## src/design/complex_arithmetic_unit_defines.svh

```systemverilog
// assertion macros for the complex arithmetic unit
// used by the rtl files that carry concurrent checks; needs clk and rst_n in scope
`ifndef COMPLEX_ARITHMETIC_UNIT_DEFINES_SVH
`define COMPLEX_ARITHMETIC_UNIT_DEFINES_SVH
`ifndef ASSERT_OFF
`define CAU_ASSERT(lbl, prop, msg) \
  lbl: assert property (@(posedge clk) disable iff (!rst_n) prop) else $error(msg);
`define CAU_ASSERT_RST(lbl, prop, msg) \
  lbl: assert property (@(posedge clk) prop) else $error(msg);
`else
`define CAU_ASSERT(lbl, prop, msg)
`define CAU_ASSERT_RST(lbl, prop, msg)
`endif
`endif

```

## src/design/cau_pkg.sv

```systemverilog
// shared types and constants of the complex arithmetic unit
// no dependencies
package cau_pkg;

  localparam int DATA_WIDTH_DEF = 16;
  localparam int FRAC_BITS_DEF  = 8;

  typedef enum logic [1:0] {
    OP_ADD = 2'd0,
    OP_SUB = 2'd1,
    OP_MUL = 2'd2,
    OP_DIV = 2'd3
  } op_t;

  typedef enum logic [1:0] {
    ST_OK  = 2'd0,
    ST_SAT = 2'd1,
    ST_DZ  = 2'd2
  } status_t;

  // control bits that travel with each item down the pipeline
  typedef struct packed {
    logic vld;
    logic is_div;
    logic dz;
    logic neg_re;
    logic neg_im;
    logic ovf_re;
    logic ovf_im;
  } ctl_t;

endpackage

```

## src/design/cau_cell.sv

```systemverilog
// one restoring-division cell: settles one quotient bit for both parts
// depends on cau_pkg; non-divide items pass through unchanged
module cau_cell #(
  parameter int DATA_WIDTH = cau_pkg::DATA_WIDTH_DEF,
  parameter int REM_W      = 3 * DATA_WIDTH + cau_pkg::FRAC_BITS_DEF,
  parameter int SHIFT      = 0
) (
  input  logic                      clk,
  input  logic                      rst_n,
  input  logic                      en,
  input  cau_pkg::ctl_t             ctl_i,
  input  logic [REM_W-1:0]          rem_re_i,
  input  logic [REM_W-1:0]          rem_im_i,
  input  logic [DATA_WIDTH-1:0]     q_re_i,
  input  logic [DATA_WIDTH-1:0]     q_im_i,
  input  logic [2*DATA_WIDTH-1:0]   den_i,
  output cau_pkg::ctl_t             ctl_o,
  output logic [REM_W-1:0]          rem_re_o,
  output logic [REM_W-1:0]          rem_im_o,
  output logic [DATA_WIDTH-1:0]     q_re_o,
  output logic [DATA_WIDTH-1:0]     q_im_o,
  output logic [2*DATA_WIDTH-1:0]   den_o
);
  logic [REM_W-1:0]      dsh;
  logic                  take_re, take_im;
  logic [REM_W-1:0]      rem_re_nxt, rem_im_nxt;
  logic [DATA_WIDTH-1:0] q_re_nxt, q_im_nxt;

  // trial subtract of the divisor at this bit weight
  always_comb begin
    dsh        = REM_W'(den_i) << SHIFT;
    take_re    = ctl_i.is_div && (rem_re_i >= dsh);
    take_im    = ctl_i.is_div && (rem_im_i >= dsh);
    rem_re_nxt = take_re ? rem_re_i - dsh : rem_re_i;
    rem_im_nxt = take_im ? rem_im_i - dsh : rem_im_i;
    q_re_nxt   = q_re_i;
    q_im_nxt   = q_im_i;
    q_re_nxt[SHIFT] = take_re;
    q_im_nxt[SHIFT] = take_im;
  end

  always_ff @(posedge clk) begin
    if (!rst_n) begin
      ctl_o <= '0;
    end else if (en) begin
      ctl_o <= ctl_i;
    end
  end

  always_ff @(posedge clk) begin
    if (en) begin
      rem_re_o <= rem_re_nxt;
      rem_im_o <= rem_im_nxt;
      q_re_o   <= q_re_nxt;
      q_im_o   <= q_im_nxt;
      den_o    <= den_i;
    end
  end

endmodule

```

## config.mk

```make
export PLATFORM = sky130hd
export DESIGN_NAME = cau_cell
export DESIGN_NICKNAME = d
export VERILOG_FILES = /design/src/design/complex_arithmetic_unit_defines.svh /design/src/design/cau_pkg.sv /design/src/design/cau_cell.sv
export SDC_FILE = /design/constraint.sdc
export NUM_CORES = 1
export LEC_CHECK = 0
export BUFFER_PORTS_ARGS = -buffer_cell sky130_fd_sc_hd__buf_2
export CAP_MARGIN = 20
export CORE_ASPECT_RATIO = 0.8
export CORE_UTILIZATION = 50
export CTS_CLUSTER_DIAMETER = 40
export DETAILED_ROUTE_END_ITERATION = 7
export PLACE_DENSITY = 0.89
export SLEW_MARGIN = 30
export SYNTH_ARGS = -nofsm -noshare
export SYNTH_HDL_FRONTEND = slang
export SYNTH_SLANG_ARGS = --single-unit
```

## constraint.sdc

```tcl
create_clock -name clk -period 4.5 [get_ports clk]
set_input_delay 0.225 -clock clk [delete_from_list [all_inputs] [get_ports clk]]
set_output_delay 0.225 -clock clk [all_outputs]
set_load 0.02 [all_outputs]
```

==> flow_summary_export.csv <==
group,metric,value,unit
floorplanning,dieArea,0.02224,mm²
cts,hold_buffers,57,
timing,setup_viol,0,
timing,relSlewSlack,36.38,%
drt,via_per_inst,5.745,
timing,worst_hold_slack,0.01524,ns
synthesis,yosysWarnings,0,
timing,max_freq,252.7,MHz
final_layout,finalNetCount,1661,
floorplanning,dieWidth,166.5,µm
cts,cts_resized,0,
synthesis,synth.distinct_cells,64,
placement,dp_hpwl,25.21,mm
drt,drtIter0Drc,874,
setup_path,crit_required,4.69,ns
cts,numClockSinks,183,
setup_path,crit_arrival,4.15,ns
status,outcome,"finished with violations",
pwr,p_leak,6.032,nW
status,violations,"design-rule violations",
setup_path,cp_cell_sequence,"dlygate4sd3_1, buf_2, inv_1, ha_1, a21oi_1, o21ai_0, or2_2, a311o_1, a21oi_1, or3_1, nand4_4, or4_1, xnor2_1",
placement,dpl.cell_count,1601,
final_layout,final_cell_mix,"buf_2, edfxtp_1, nand2_1, a21oi_1, o21ai_0",
synthesis,synth_area_per_cell,10.87,µm²
timing,worst_pin_slew,0.9543,ns
placement,gp_congestion,0.9397,
placement,port_buffers,366,
floorplanning,initial_core_util,51.69,%
final_layout,final_layout_size_suffix_gt1_share,31.22,%
synthesis,ys_seq_area_share,50.14,%
setup_path,cpMaxStageDelayCell,"dlygate4sd3_1",
final_layout,synthToLayoutAreaGrowth,30.31,%
grt,antenna_found_initial,4,
timing,hold_viol,0,
synthesis,syn_nets,1247,
drt,wl,33.90,mm
grt,grt_pass1_vias,9481,
grt,grt_max_degree,113,
timing,slew_viol_final,0,
drt,drtPass1Iterations,8,
cts,cts_buffers,17,
cts,postCtsSetupBuffers,0,
final_layout,layout.cells.non_filler,1695,
flow_run,cap_violations,0,
timing,finalSetupTns,0,ns
setup_path,crit_top_cell,"a21oi_1",
pwr,max-vdd-ir-drop,0.2599,mV
setup_path,path_class,"input port to flop",
cts,clk_latency,0.43,ns
worst_hold_path,worstHoldPathType,"input port to flop",
timing,fin_ws,0.5430,ns
drt,antenna_left,0,
setup_path,cp_max_fo,9,
timing,fin_crit_sh,87.93,%
grt,grt_pass1_wl,51.21,mm
synthesis,syn_inst,995,
cts,root_buffer,"clkbuf_16",
synthesis,synth_flop_cell,"edfxtp_1",
timing,fin_crit,3.957,ns
cts,clockBufferDepth,2,
final_layout,layout_commonest_cell,"buf_2",
pwr,powerDensity,349.1,mW/mm²
synthesis,synth_edf_count,176,
drt,wl_per_cell,20.00,µm
timing,rsz0062_at_grt,"no",
synthesis,ys_ff_latch,183,
timing,skew,0,ns
cts,htree_levels,4,
floorplanning,fp.dieH,133.6,µm
grt,gr-total-overflow,0,
drt,drc_errors,21,
floorplanning,ioPinCount,369,
floorplanning,core_area,0.02094,mm²
synthesis,mappedNetlistArea,0.01082,mm²
grt,track_usage,30.10,%
cts,clk_pin_slew,0.08,ns
setup_path,start_kind,"input port",
cts,tritoncts,"built",
pwr,p_total,4.922,mW
synthesis,async_reset_ff_share,0,%
floorplanning,rows,47,
setup_path,critPathCaptureType,"flop",
placement,post-place-ws,0.7422,ns
setup_path,slowest_delay,0.56,ns
drt,num_vias,9737,
==> report_power, final <==
part	internal (mW)	switching [mW]	total, mW	leakage, nW
clock network	0.754	0.768	1.52	0.295
logic	0.488	0.800	1.29	3.96
registers	2.06	0.0480	2.11	1.78
total	3.31	1.62	4.92	6.03
==> per-stage QoR <==
step / area, µm² / util [%]
4_1_cts: 14080 / 67.25
5_1_grt: 14100 / 67.35
6_report: 14100 / 67.35
3_5_place_dp: 12910 / 61.65
2_1_floorplan: 10820 / -
3_3_place_gp: 12910 / 61.65
==> final timing paths <==
check / start / to / slack, ns / cells after the start
worst max-delay path: den_i[14] / rem_re_o[53] / 0.54 / 13
worst min-delay path: den_i[17] / den_o[17] / 0.02 / 1
worst max register to register: ctl_o[3] / ctl_o[3] / 3.81 / 2
worst min register to register: ctl_o[5] / ctl_o[5] / 0.52 / 2
==> state kept, by name (all words and copies together) (netlist names) <==
register and count:
q_re_o 16, den_o 32, rem_re_o 56, q_im_o 16, ctl_o 7, rem_im_o 56
==> kinds of logic after synthesis <==
logic type / Yosys count / synth area share, %
simple gates: 281 / 13.27
compound gates: 239 / 13.67
flops: 183 / 50.14
xor+xnor: 101 / 8.175
buf+inv: 87 / 3.134
fa+ha+maj: 66 / 7.771
mux: 38 / 3.839
==> layout make-up <==
| cell class | instances | area (µm²) |
|---|---|---|
| Inverter | 53 | 198.9 |
| Antenna cell | 4 | 10.01 |
| Clock inverter | 15 | 177.7 |
| Timing Repair Buffer | 429 | 2459 |
| Multi-Input combinational cell | 725 | 5067 |
| Sequential cell | 183 | 5425 |
| Fill cell | 1609 | 6835 |
| Tap cell | 269 | 336.6 |
| Clock buffer | 17 | 425.4 |
==> cell usage after synthesis (5+ instances only) <==
cell / count / share of area, %
a31oi_1: 7 / 0.40
nor4_1: 18 / 1.0
edfxtp_1: 176 / 49
mux2i_1: 10 / 0.93
xor2_1: 47 / 3.8
nand2b_1: 12 / 0.69
nand3_1: 18 / 0.83
clkbuf_1: 29 / 1.0
nand2_1: 74 / 2.6
a21oi_1: 74 / 3.4
nor3_1: 26 / 1.2
xnor2_1: 54 / 4.4
o21a_1: 12 / 0.83
or3_1: 10 / 0.58
nor2b_1: 17 / 0.98
a211oi_1: 7 / 0.49
ha_1: 64 / 7.4
o21ai_1: 5 / 0.23
o21ai_0: 68 / 3.1
o211ai_1: 6 / 0.42
and3_1: 5 / 0.29
o21bai_1: 10 / 0.69
o31ai_1: 8 / 0.56
dfxtp_1: 7 / 1.3
inv_1: 52 / 1.8
nor2_1: 54 / 1.9
nand4_1: 23 / 1.3
a21o_1: 16 / 1.1
mux2_2: 28 / 2.9
==> critical path, delay by kind of cell <==
family                   cells  cell delay, ns
AO/OA/AOI/OAI                4            1.36
adder cells (fa/ha/maj)      1            0.33
XOR/XNOR                     1            0.14
AND/OR/NAND/NOR              4            1.26
buffers and inverters        3            0.83
==> metal layers <==
metal,track usage (%),up-vias,routed length (µm)
met5,0,-,0
li1,-,4549,-
met1,37.12,4619,13370
met4,12.24,0,1117
met2,51.61,501,16650
met3,6.387,68,2764
(Power assumes the default switching activity.)
